==> config.mk <==
export PLATFORM = sky130hd
export DESIGN_NAME = trace_log_repeat_compressor_unit
export DESIGN_NICKNAME = d
export VERILOG_FILES = /design/src/design/tlrc_pkg.sv /design/src/design/tlrc_front.sv /design/src/design/tlrc_queue.sv /design/src/design/tlrc_back.sv /design/src/design/trace_log_repeat_compressor_unit.sv
export SDC_FILE = /design/constraint.sdc
export NUM_CORES = 1
export LEC_CHECK = 0
export BUFFER_PORTS_ARGS = -buffer_cell sky130_fd_sc_hd__buf_2
export CORE_MARGIN = 2
export CORE_UTILIZATION = 25
export DETAILED_ROUTE_END_ITERATION = 7
export SLEW_MARGIN = 20
export SYNTH_ARGS = -nofsm -noshare
export SYNTH_HDL_FRONTEND = slang
export SYNTH_SLANG_ARGS = --single-unit
==> constraint.sdc <==
create_clock -name i_clk -period 5.7 [get_ports i_clk]
set_clock_uncertainty 0.05 [all_clocks]
set_input_delay 0 -clock i_clk [delete_from_list [all_inputs] [get_ports i_clk]]
set_output_delay 0 -clock i_clk [all_outputs]
set_load 0.01 [all_outputs]
==> src/design/tlrc_pkg.sv <==
// tlrc_pkg: shared constants and types of the trace log repeat compressor
// used by the front end, queue, back end and top level; depends on nothing
package tlrc_pkg;

    localparam int MAX_REPORT_WORDS = 1024;

    localparam int FILL_W  = 11;
    localparam int RUN_W   = 16;
    localparam int WORD_W  = 32;
    localparam int LIMIT_W = 11;

    // largest limit a report can take, clipped to what the limit register can hold
    localparam logic [LIMIT_W-1:0] MAX_LIMIT =
        (MAX_REPORT_WORDS > (2 ** LIMIT_W) - 1) ? {LIMIT_W{1'b1}}
                                                 : LIMIT_W'(MAX_REPORT_WORDS);

    localparam logic [LIMIT_W-1:0] LIMIT_RESET = 11'd1024;
    localparam logic [FILL_W-1:0]  FILL_MAX    = {FILL_W{1'b1}};
    localparam logic [RUN_W-1:0]   RUN_MAX     = {RUN_W{1'b1}};
    localparam logic [RUN_W-1:0]   RUN_ONE     = 16'd1;
    localparam logic [WORD_W-1:0]  RUN_COUNT_BASE = 32'hffff0000;

    localparam int QDEPTH = 4;
    localparam int QAW    = $clog2(QDEPTH);
    localparam int QCW    = $clog2(QDEPTH + 1);

    // one queued job for the back end: an optional count word, then a value word
    typedef struct packed {
        logic [WORD_W-1:0] value;
        logic              has_count;
        logic [RUN_W-1:0]  count;
        logic              new_report;
    } t_cmd;

endpackage

==> src/design/tlrc_front.sv <==
// tlrc_front: accepts trace items, tracks repeat and report state, queues jobs
// depends on tlrc_pkg
module tlrc_front (
    input  logic                         i_clk,
    input  logic                         i_rst_n,
    input  logic                         i_in_valid,
    input  logic [31:0]                  i_trace_value,
    input  logic                         i_q_full,
    input  logic [tlrc_pkg::LIMIT_W-1:0] i_report_limit,
    output logic                         o_accept,
    output logic                         o_push,
    output tlrc_pkg::t_cmd               o_push_cmd
);
    import tlrc_pkg::*;

    logic [WORD_W-1:0] r_prev, n_prev;
    logic              r_loop, n_loop;
    logic [RUN_W-1:0]  r_run, n_run;
    logic [FILL_W-1:0] r_fill, n_fill;

    logic [LIMIT_W-1:0] eff_limit;
    logic [FILL_W:0]    fill_sum;
    logic               at_limit;
    logic               repeat_hit;

    assign o_accept = i_in_valid && !i_q_full;

    always_comb begin
        eff_limit  = (i_report_limit > MAX_LIMIT) ? MAX_LIMIT : i_report_limit;
        at_limit   = r_fill >= FILL_W'(eff_limit);
        repeat_hit = (r_fill != '0) && (r_prev == i_trace_value);
        fill_sum   = {1'b0, r_fill} + (FILL_W + 1)'(1) + (FILL_W + 1)'(r_loop);

        n_prev = r_prev;
        n_loop = r_loop;
        n_run  = r_run;
        n_fill = r_fill;
        o_push = 1'b0;
        o_push_cmd.value      = i_trace_value;
        o_push_cmd.has_count  = 1'b0;
        o_push_cmd.count      = r_run;
        o_push_cmd.new_report = 1'b0;

        if (o_accept) begin
            if (at_limit) begin
                // boundary: value opens a new partial report, loop state kept
                o_push = 1'b1;
                o_push_cmd.new_report = 1'b1;
                n_fill = FILL_W'(1);
                n_prev = i_trace_value;
            end else if (repeat_hit) begin
                if (!r_loop) begin
                    n_loop = 1'b1;
                end else if (r_run < RUN_MAX) begin
                    n_run = r_run + RUN_ONE;
                end
            end else begin
                o_push = 1'b1;
                o_push_cmd.has_count = r_loop;
                n_fill = (fill_sum > {1'b0, FILL_MAX}) ? FILL_MAX : fill_sum[FILL_W-1:0];
                n_prev = i_trace_value;
                n_loop = 1'b0;
                if (r_loop) begin
                    n_run = RUN_ONE;
                end
            end
        end
    end

    always_ff @(posedge i_clk) begin
        if (!i_rst_n) begin
            r_prev <= '0;
            r_loop <= 1'b0;
            r_run  <= RUN_ONE;
            r_fill <= '0;
        end else begin
            r_prev <= n_prev;
            r_loop <= n_loop;
            r_run  <= n_run;
            r_fill <= n_fill;
        end
    end

endmodule

==> src/design/tlrc_queue.sv <==
// tlrc_queue: short job queue between front and back end
// depends on tlrc_pkg
module tlrc_queue (
    input  logic           i_clk,
    input  logic           i_rst_n,
    input  logic           i_push,
    input  tlrc_pkg::t_cmd i_push_cmd,
    input  logic           i_pop,
    output logic           o_full,
    output logic           o_empty,
    output tlrc_pkg::t_cmd o_head
);
    import tlrc_pkg::*;

    t_cmd           r_slot [QDEPTH];
    logic [QAW-1:0] r_wr_ptr, r_rd_ptr;
    logic [QCW-1:0] r_count, n_count;
    logic           do_push, do_pop;

    assign o_full  = r_count == QCW'(QDEPTH);
    assign o_empty = r_count == '0;
    assign o_head  = r_slot[r_rd_ptr];
    assign do_push = i_push && !o_full;
    assign do_pop  = i_pop && !o_empty;

    always_comb begin
        n_count = r_count;
        if (do_push && !do_pop) begin
            n_count = r_count + QCW'(1);
        end else if (do_pop && !do_push) begin
            n_count = r_count - QCW'(1);
        end
    end

    always_ff @(posedge i_clk) begin
        if (!i_rst_n) begin
            r_wr_ptr <= '0;
            r_rd_ptr <= '0;
            r_count  <= '0;
        end else begin
            r_count <= n_count;
            if (do_push) begin
                r_wr_ptr <= (r_wr_ptr == QAW'(QDEPTH - 1)) ? '0 : r_wr_ptr + QAW'(1);
            end
            if (do_pop) begin
                r_rd_ptr <= (r_rd_ptr == QAW'(QDEPTH - 1)) ? '0 : r_rd_ptr + QAW'(1);
            end
        end
    end

    always_ff @(posedge i_clk) begin
        if (do_push) begin
            r_slot[r_wr_ptr] <= i_push_cmd;
        end
    end

endmodule

==> src/design/tlrc_back.sv <==
// tlrc_back: expands queued jobs into log words through the output register
// depends on tlrc_pkg
module tlrc_back (
    input  logic           i_clk,
    input  logic           i_rst_n,
    input  logic           i_empty,
    input  tlrc_pkg::t_cmd i_head,
    input  logic           i_out_stall,
    output logic           o_pop,
    output logic           o_out_valid,
    output logic [31:0]    o_log_word,
    output logic           o_is_run_count,
    output logic           o_new_report,
    output logic           o_last
);
    import tlrc_pkg::*;

    logic              r_out_valid;
    logic              r_phase;
    logic [WORD_W-1:0] r_word;
    logic              r_is_count, r_new, r_last;
    logic              advance;
    logic              count_turn;

    assign advance    = !r_out_valid || !i_out_stall;
    assign count_turn = i_head.has_count && !r_phase;
    assign o_pop      = advance && !i_empty && !count_turn;

    always_ff @(posedge i_clk) begin
        if (!i_rst_n) begin
            r_out_valid <= 1'b0;
            r_phase     <= 1'b0;
        end else if (advance) begin
            r_out_valid <= !i_empty;
            if (!i_empty) begin
                r_phase <= count_turn;
            end
        end
    end

    always_ff @(posedge i_clk) begin
        if (advance && !i_empty) begin
            if (count_turn) begin
                r_word     <= RUN_COUNT_BASE | {{(WORD_W - RUN_W){1'b0}}, i_head.count};
                r_is_count <= 1'b1;
                r_new      <= 1'b0;
                r_last     <= 1'b0;
            end else begin
                r_word     <= i_head.value;
                r_is_count <= 1'b0;
                r_new      <= i_head.new_report;
                r_last     <= 1'b1;
            end
        end
    end

    assign o_out_valid    = r_out_valid;
    assign o_log_word     = r_word;
    assign o_is_run_count = r_is_count;
    assign o_new_report   = r_new;
    assign o_last         = r_last;

endmodule

==> src/design/trace_log_repeat_compressor_unit.sv <==
// trace_log_repeat_compressor_unit: top level, front end, job queue and back end
// depends on tlrc_pkg, tlrc_front, tlrc_queue, tlrc_back
// latency: the first word of an item passes through the job queue and then the output register
// throughput: one item per cycle while the queue is not full; an item that flushes a run makes
//   two words in turn from the single output register, a four-job queue absorbs that
// reset: synchronous, active low; clears repeat state, report fill and queue,
//   report_limit returns to 1024, and the block takes items as soon as reset is released
module trace_log_repeat_compressor_unit (
    input  logic        i_clk,
    input  logic        i_rst_n,
    // trace item channel
    input  logic        i_in_valid,
    output logic        o_in_stall,
    input  logic [31:0] i_trace_value,
    // log word channel
    output logic        o_out_valid,
    input  logic        i_out_stall,
    output logic [31:0] o_log_word,
    output logic        o_is_run_count,
    output logic        o_new_report,
    output logic        o_last,
    // report_limit write channel
    input  logic        i_cfg_valid,
    output logic        o_cfg_ready,
    input  logic [10:0] i_cfg_data
);
    import tlrc_pkg::*;

    logic [LIMIT_W-1:0] r_report_limit;

    // front to queue
    logic q_full;
    logic front_accept;
    logic push;
    t_cmd push_cmd;

    // queue to back
    logic q_empty;
    logic pop;
    t_cmd head;

    // config writes land at once, no side effects on the data path
    assign o_cfg_ready = 1'b1;

    always_ff @(posedge i_clk) begin
        if (!i_rst_n) begin
            r_report_limit <= LIMIT_RESET;
        end else if (i_cfg_valid && o_cfg_ready) begin
            r_report_limit <= i_cfg_data;
        end
    end

    // stall only on a full queue, a registered condition
    assign o_in_stall = q_full;

    // classify each item: suppressed repeat, plain value, flushed run, or report boundary
    tlrc_front u_front (
        .i_clk          (i_clk),
        .i_rst_n        (i_rst_n),
        .i_in_valid     (i_in_valid),
        .i_trace_value  (i_trace_value),
        .i_q_full       (q_full),
        .i_report_limit (r_report_limit),
        .o_accept       (front_accept),
        .o_push         (push),
        .o_push_cmd     (push_cmd)
    );

    // jobs wait here while the log side stalls
    tlrc_queue u_queue (
        .i_clk      (i_clk),
        .i_rst_n    (i_rst_n),
        .i_push     (push && front_accept),
        .i_push_cmd (push_cmd),
        .i_pop      (pop),
        .o_full     (q_full),
        .o_empty    (q_empty),
        .o_head     (head)
    );

    // one word per cycle, while the log side does not stall, out of the registered output stage
    tlrc_back u_back (
        .i_clk          (i_clk),
        .i_rst_n        (i_rst_n),
        .i_empty        (q_empty),
        .i_head         (head),
        .i_out_stall    (i_out_stall),
        .o_pop          (pop),
        .o_out_valid    (o_out_valid),
        .o_log_word     (o_log_word),
        .o_is_run_count (o_is_run_count),
        .o_new_report   (o_new_report),
        .o_last         (o_last)
    );

endmodule

## Yosys cells after proc, flatten, opt, wreduce, memory -nomap -nowiden

Memories as Yosys holds them, arrays and structs flattened. A register that Yosys moved wholly into a read port is not among the register bits.
Index checks and enable logic that the tools add are counted.

- Add/subtract/negate cells: 7
- Order comparisons: 4
- Equality and inequality tests: 6
- Multiplexer cells: 30
- Bitwise operators: 2
- Reductions and logical operators: 26

Operators with widths:

| operator | number |
|---|---|
| 16-bit two-way mux | 5 |
| 32-bit two-way mux | 2 |
| 11-bit two-way mux | 4 |
| 32-bit equality test | 1 |
| 16-bit by 1-bit adder with 16-bit output (second input constant) | 1 |
| 16-bit less-than comparator (second input constant) | 1 |
| 1-bit two-way mux | 13 |
| 11-bit by 1-bit adder with 12-bit output (second input constant) | 1 |
| 12-bit by 1-bit adder with 12-bit output | 1 |
| 12-bit by 11-bit greater-than comparator with 1-bit output (second input constant) | 1 |
| 11-bit greater-or-equal comparator | 1 |
| 11-bit greater-than comparator (second input constant) | 1 |
| 11-bit nonzero test | 1 |
| 1-bit logical AND | 10 |
| 1-bit logical NOT | 8 |
| 2-bit two-way mux | 4 |
| 3-bit two-way mux | 2 |
| 2-bit AND reduction | 3 |
| 2-bit by 1-bit adder with 2-bit output (second input constant) | 2 |
| 2-bit equality test (second input constant) | 2 |
| 4-bit AND reduction | 1 |
| 3-bit by 1-bit adder with 3-bit output (second input constant) | 1 |
| 3-bit equality test (second input constant) | 1 |
| 3-bit logical NOT | 1 |
| 6 further kinds | 7 |

- Bits in registers: 115
- Memory bits (writable): 200
- Output and inout bits: 38
- Memories kept: 1

Memories:

| name | words | width | rd ports | clocked after Yosys merged registers in | wr ports | line | text |
|---|---|---|---|---|---|---|---|
| u_queue.r_slot | 4 | 50 | 1 | 1 | 1 | tlrc_queue.sv:15 | `t_cmd r_slot [QDEPTH];` |

## Depth between registers and ports, before layout

- Word-level depth: 11
- Gate-level depth with buffers: 17
- Gate-level depth less buffers: 15

## Cells and area by module

Synthesis repeated with hierarchy kept, for this count alone.

- Cell total of the unflattened synthesis: 894
- Area, all modules: 13,279.0 um^2

Modules (own cells, without submodules):

| module | instances | cells an instance | area each (um^2) | seq. area each (um^2) |
|---|---|---|---|---|
| tlrc_queue | 1 | 313 | 7,752.4 | 6,185.9 |
| tlrc_front | 1 | 460 | 3,588.4 | 1,201.2 |
| tlrc_back | 1 | 83 | 1,508.9 | 1,091.0 |
| trace_log_repeat_compressor_unit | 1 | 38 | 429.2 | 220.2 |

## Least setup slack after synthesis

Ideal clock, no wire load.

- Path kind: register to register
- From: reg r_report_limit[10]
- To: mem u_queue.r_slot[3][0] (netlist name) (enable)
- Library setup time: 0.458 ns
- Arrival time: 4.198 ns
- Data required time: 5.192 ns
- Slack: 0.994 ns
- Stages on the path, launching flop included: 13
- Clock period less this slack: 4.706 ns
- Cells stage by stage: dfxtp_1 > inv_1 > clkbuf_1 > nand2_1 > ha_1 > and4_1 > o21ai_0 > nor3_1 > nor2_1 > a21o_1 > buf_2 > buf_1 > nor2_1

- Cells in the longest elaborated chain, start to end: 9

RTL lines:

| element | line | text |
|---|---|---|
| start, declared | trace_log_repeat_compressor_unit.sv:29 | `logic [LIMIT_W-1:0] r_report_limit;` |
| start signal, assigned | trace_log_repeat_compressor_unit.sv:49 | `r_report_limit <= i_cfg_data;` |
| 11-bit greater-than comparator | tlrc_front.sv:29 | `eff_limit = (i_report_limit > MAX_LIMIT) ? MAX_LIMIT : i_report_limit;` |
| 11-bit two-way mux (*) | tlrc_front.sv:29 |  |
| 11-bit greater-or-equal comparator (*) | tlrc_front.sv:30 | `at_limit = r_fill >= FILL_W'(eff_limit);` |
| 1-bit two-way mux (*) | tlrc_front.sv:45 | `if (at_limit) begin` |
| 1-bit two-way mux (*) | tlrc_front.sv:44 | `if (o_accept) begin` |
| 1-bit logical AND (*) | trace_log_repeat_compressor_unit.sv:73 | `.i_push (push && front_accept),` |
| 1-bit logical AND (*) | tlrc_queue.sv:23 | `assign do_push = i_push && !o_full;` |
| 1-bit two-way mux (*) | tlrc_queue.sv:52 | `if (do_push) begin` |
| 1-bit two-way mux (not written as such) (*) | tlrc_queue.sv:53 | `r_slot[r_wr_ptr] <= i_push_cmd;` |
| end, declared | tlrc_queue.sv:15 |  |

Mark *: on every way between the ends. The rest lies on a longest branch, timed or not.

## Final worst setup path

- From: reg r_report_limit[10]
- To: mem u_queue.r_slot[1][9] (netlist name) (enable)

The elaborated chain is that of the path after synthesis.

==> results by group <==
Outcome
  – Run status: finished clean

STA
  – Hold violation total from the final report: 0
  – Final setup viols: 0
  – Highest achievable clock rate: 232 MHz
  – Ratio of final minimum period to clock period: 75.7%
  – Total negative slack for setup checks: 0 ns
  – Headroom to the max-slew limit: 37.5%
  – Final min period: 4.32 ns
  – Final max-slew violation count: 0
  – Worst hold slack: 0.0388 ns
  – Slew at the pin with the worst max-slew slack: 0.937 ns
  – RSZ-0062 raised after global routing: no

Yosys
  – Fraction of the mapped netlist area in adder cells: 2.13%
  – Cell Area, Synth: 12700 um^2
  – Distinct cell type count after synthesis: 57
  – Syn nets: 903
  – Asr flop ratio synth: 0%
  – Complex-gate fraction of the synthesized area: 4.42%
  – Combinational family with the most area after synthesis: multiplexers
  – Simple logic cell fraction of the synthesized area: 8.88%
  – Yosys warning total: 0
  – Average footprint of a synthesized cell: 15.2 um^2
  – #FFs+latches synth: 317
  – Count of flip-flops with a built-in enable after synthesis: 235
  – Mux share of post-synthesis cell area: 11.6%
  – Synth Instances: 834
  – Register area share after synthesis: 68.5%
  – Flip-flop cell with the highest count after synthesis: sky130_fd_sc_hd__edfxtp_1
  – Xor and xnor area share after synthesis: 2.62%

Clocking
  – H-tree levels: 2
  – CTS tree: done
  – Number of buffers inserted during clock tree synthesis: 36
  – CTS max path bufs: 3
  – Clock edge transition at the registers on the reported setup and hold paths: 0.06 ns
  – Buffer cell driving the clock tree root: sky130_fd_sc_hd__clkbuf_16
  – Worst skew pair latency: 0.54 ns
  – Clk sink count: 317

Worst setup path
  – R2r setup slk: 1.38 ns
  – Critical path class: register to register
  – Crit path max fanout: 38
  – Worst-path cell chain: inv_1 -> nand2_1 -> ha_1 -> and4_1 -> o21ai_0 -> nor3_1 -> nor2_1 -> a21o_1 -> buf_4 -> inv_1 -> and2_2 -> buf_4
  – Reg2reg end: u_queue.r_slot[1][9]
  – Delay of the slowest cell on the worst path: 0.89 ns
  – Category of the worst setup path capture point: register
  – Critical path's slowest cell: sky130_fd_sc_hd__and2_2
  – WP data arrival: 4.49 ns
  – Required arrival time at the worst endpoint: 5.87 ns
  – Count of cells along the worst register-to-register path: 12
  – Launch point of the worst reg-to-reg path: r_report_limit[10]
  – Type of origin of the critical path: register

Global route
  – Final global-route overflow total: 0
  – Global-route total usage across every layer: 10.6%
  – Global-route wire length before repair: 43500 um
  – Largest net degree at the start of global routing: 51
  – Initial antenna violation count: 1
  – Via count of the first global-routing pass: 7755

Power
  – Static power due to leakage: 5.54 nW
  – Peak supply drop: 0.304 mV
  – PwrDens: 443 nW/um^2
  – Total Power: 0.00701 W

Placed design
  – Routability-driven placement congestion ratio: 0.780
  – Sum of net half-perimeters after detailed placement: 17800 um
  – Buffers added on ports: 84
  – Placed inst area: 13900 um^2

Layout
  – Multi-input gate area: 3800 um^2
  – Register cell area after layout: 8700 um^2
  – Top library cells by usage in the layout, fill and taps aside: 235 x sky130_fd_sc_hd__edfxtp_1, 97 x sky130_fd_sc_hd__nand2_1, 84 x sky130_fd_sc_hd__buf_2
  – Fraction of layout instances using a drive strength above 1: 25.2%
  – Number of nets in the finished design: 1056
  – Filler cell count: 4894
  – Most common library cell in the layout ignoring fill and taps: sky130_fd_sc_hd__edfxtp_1
  – Layout-stage area growth over the synthesis result: 24.4%
  – Finished layout cell area: 15800 um^2

Flow run
  – Max-Cap Viols: 0

Die
  – Top-level port count: 86
  – Die H: 229 um
  – Standard cell core area: 50200 um^2
  – Initial core utilization: 25.3%
  – FP Rows: 82
  – Die W: 229 um
  – Die ar.: 52600 um^2

Min path
  – End of the worst hold path: u_front.r_fill[7]
  – Source of the worst hold timing path: i_in_valid
  – Worst hold path stage count: 4
  – Worst hold path class: input pin to register

Routing
  – Vias after detailed routing: 7283
  – Final routed wire length divided by cell count: 16.3 um
  – DRC errors left: 0
  – Final routed wirelength across all metal layers: 27500 um
  – Number of search-and-repair iterations in the first detailed-routing pass: 4
  – DRC violation total after the first TritonRoute iteration: 520
  – Vias/cell: 4.32
  – Antenna Violating Nets Remaining: 0
cells by family (layout without fill, tap and decap cells):
group	count (synthesis)	count (layout)
flip-flops	317	317
AND/OR/NAND/NOR	228	228
AO/OA/AOI/OAI	91	91
multiplexers	83	83
buffers and inverters	55	235
XOR/XNOR	38	38
adder cells (fa/ha/maj)	21	21
other	1	2
power breakdown:
part	leakage (nW)	internal [W]	switching, W
clock	0.644	0.00157	0.000942
sequential	2.87	0.00289	0.000100
combinational	2.02	0.000696	0.000815
timing repair:
item	4_1_cts	5_1_grt
setup buffers	0	0
resized for setup	0	0
hold buffers	57	0
endpoints found under the hold margin	183	0
setup endpoints to repair	0	0
flip-flops by register name, summed over array words and instances, names as in the netlist, named ones only:
signal / flops
u_front.r_fill: 11
u_front.r_loop: 1
u_front.r_prev: 32
u_back.r_phase: 1
u_back.o_last: 1
u_queue.r_slot: 200
u_queue.r_rd_ptr: 2
u_back.o_is_run_count: 1
u_back.o_new_report: 1
r_report_limit: 11
u_back.o_log_word: 32
u_queue.r_wr_ptr: 2
u_queue.r_count: 3
u_back.o_out_valid: 1
u_front.r_run: 16
final cells by class:
type	instances	area share, %
multi-input cells	462	24.0
flip-flops and latches	317	55.1
well taps	672	5.32
clock buffers	45	6.51
clock inverters	20	1.77
inverters	16	0.380
diodes	1	0.0158
repair buffers	154	6.91
worst max-delay path, delay by kind of cell (launching register included):
kind | cells | cell delay [ns]
and+or+nand+nor | 5 | 1.60
adders and majority gates | 1 | 0.30
DFF | 1 | 0.31
AOI/OAI and AO/OA | 2 | 0.28
buffers and inverters | 4 | 1.44
metrics by stage:
step / setup slack, ns / util [%] / std cells
floorplan: 0.994 / - / 834
global placement: 1.39 / 27.7 / 1564
detailed placement: 1.33 / 27.7 / 1564
CTS: 1.34 / 31.5 / 1686
global route: 0.930 / 31.5 / 1687
finish: 1.38 / 31.5 / 1687
Yosys cell counts (2+ instances only):
cell	number	area share, %
sky130_fd_sc_hd__a21o_1	4	0.24
sky130_fd_sc_hd__a21oi_1	51	2.0
sky130_fd_sc_hd__a31oi_1	3	0.15
sky130_fd_sc_hd__a32o_1	3	0.24
sky130_fd_sc_hd__and2_1	4	0.20
sky130_fd_sc_hd__and3_1	8	0.39
sky130_fd_sc_hd__and4_1	4	0.28
sky130_fd_sc_hd__buf_1	8	0.24
sky130_fd_sc_hd__buf_2	3	0.12
sky130_fd_sc_hd__buf_6	2	0.18
sky130_fd_sc_hd__clkbuf_1	25	0.74
sky130_fd_sc_hd__dfxtp_1	82	13
sky130_fd_sc_hd__edfxtp_1	235	56
sky130_fd_sc_hd__ha_1	20	2.0
sky130_fd_sc_hd__inv_1	16	0.47
sky130_fd_sc_hd__mux2_2	17	1.5
sky130_fd_sc_hd__mux2i_1	16	1.3
sky130_fd_sc_hd__mux4_2	50	8.9
sky130_fd_sc_hd__nand2_1	97	2.9
sky130_fd_sc_hd__nand2b_1	5	0.25
sky130_fd_sc_hd__nand3_1	16	0.63
sky130_fd_sc_hd__nand3b_1	3	0.18
sky130_fd_sc_hd__nand4_1	5	0.25
sky130_fd_sc_hd__nor2_1	31	0.92
sky130_fd_sc_hd__nor2b_1	2	0.098
sky130_fd_sc_hd__nor3_1	11	0.43
sky130_fd_sc_hd__nor3_2	2	0.16
sky130_fd_sc_hd__nor4_1	11	0.54
sky130_fd_sc_hd__o21ai_0	15	0.59
sky130_fd_sc_hd__or2_2	17	0.84
sky130_fd_sc_hd__or3_1	6	0.30
sky130_fd_sc_hd__xnor2_1	2	0.14
sky130_fd_sc_hd__xor2_1	36	2.5
worst max path at each step:
stage / start / end / slack, ns / cells after the start
after floorplan: r_report_limit[10] / u_queue.r_slot[3][0] / 0.99 / 12
after global placement: r_report_limit[10] / u_queue.r_slot[0][11] / 1.39 / 12
after detailed placement: r_report_limit[10] / u_queue.r_slot[1][29] / 1.33 / 12
after CTS: r_report_limit[10] / u_queue.r_slot[1][14] / 1.34 / 12
after global routing: r_report_limit[10] / u_queue.r_slot[0][5] / 0.93 / 12
final: r_report_limit[10] / u_queue.r_slot[1][9] / 1.38 / 12
routing by layer:
metal | track usage, % | wire [um] | share of wire, % | up-vias
met4 | 3.63 | 555 | 2.0 | 0
met2 | 17.8 | 13400 | 49 | 149
li1 | - | - | - | 3455
met5 | 0 | 0 | 0 | -
met3 | 2.04 | 1290 | 4.7 | 46
met1 | 13.5 | 12300 | 45 | 3633
No activity file was read; power rests on OpenSTA's default activity.
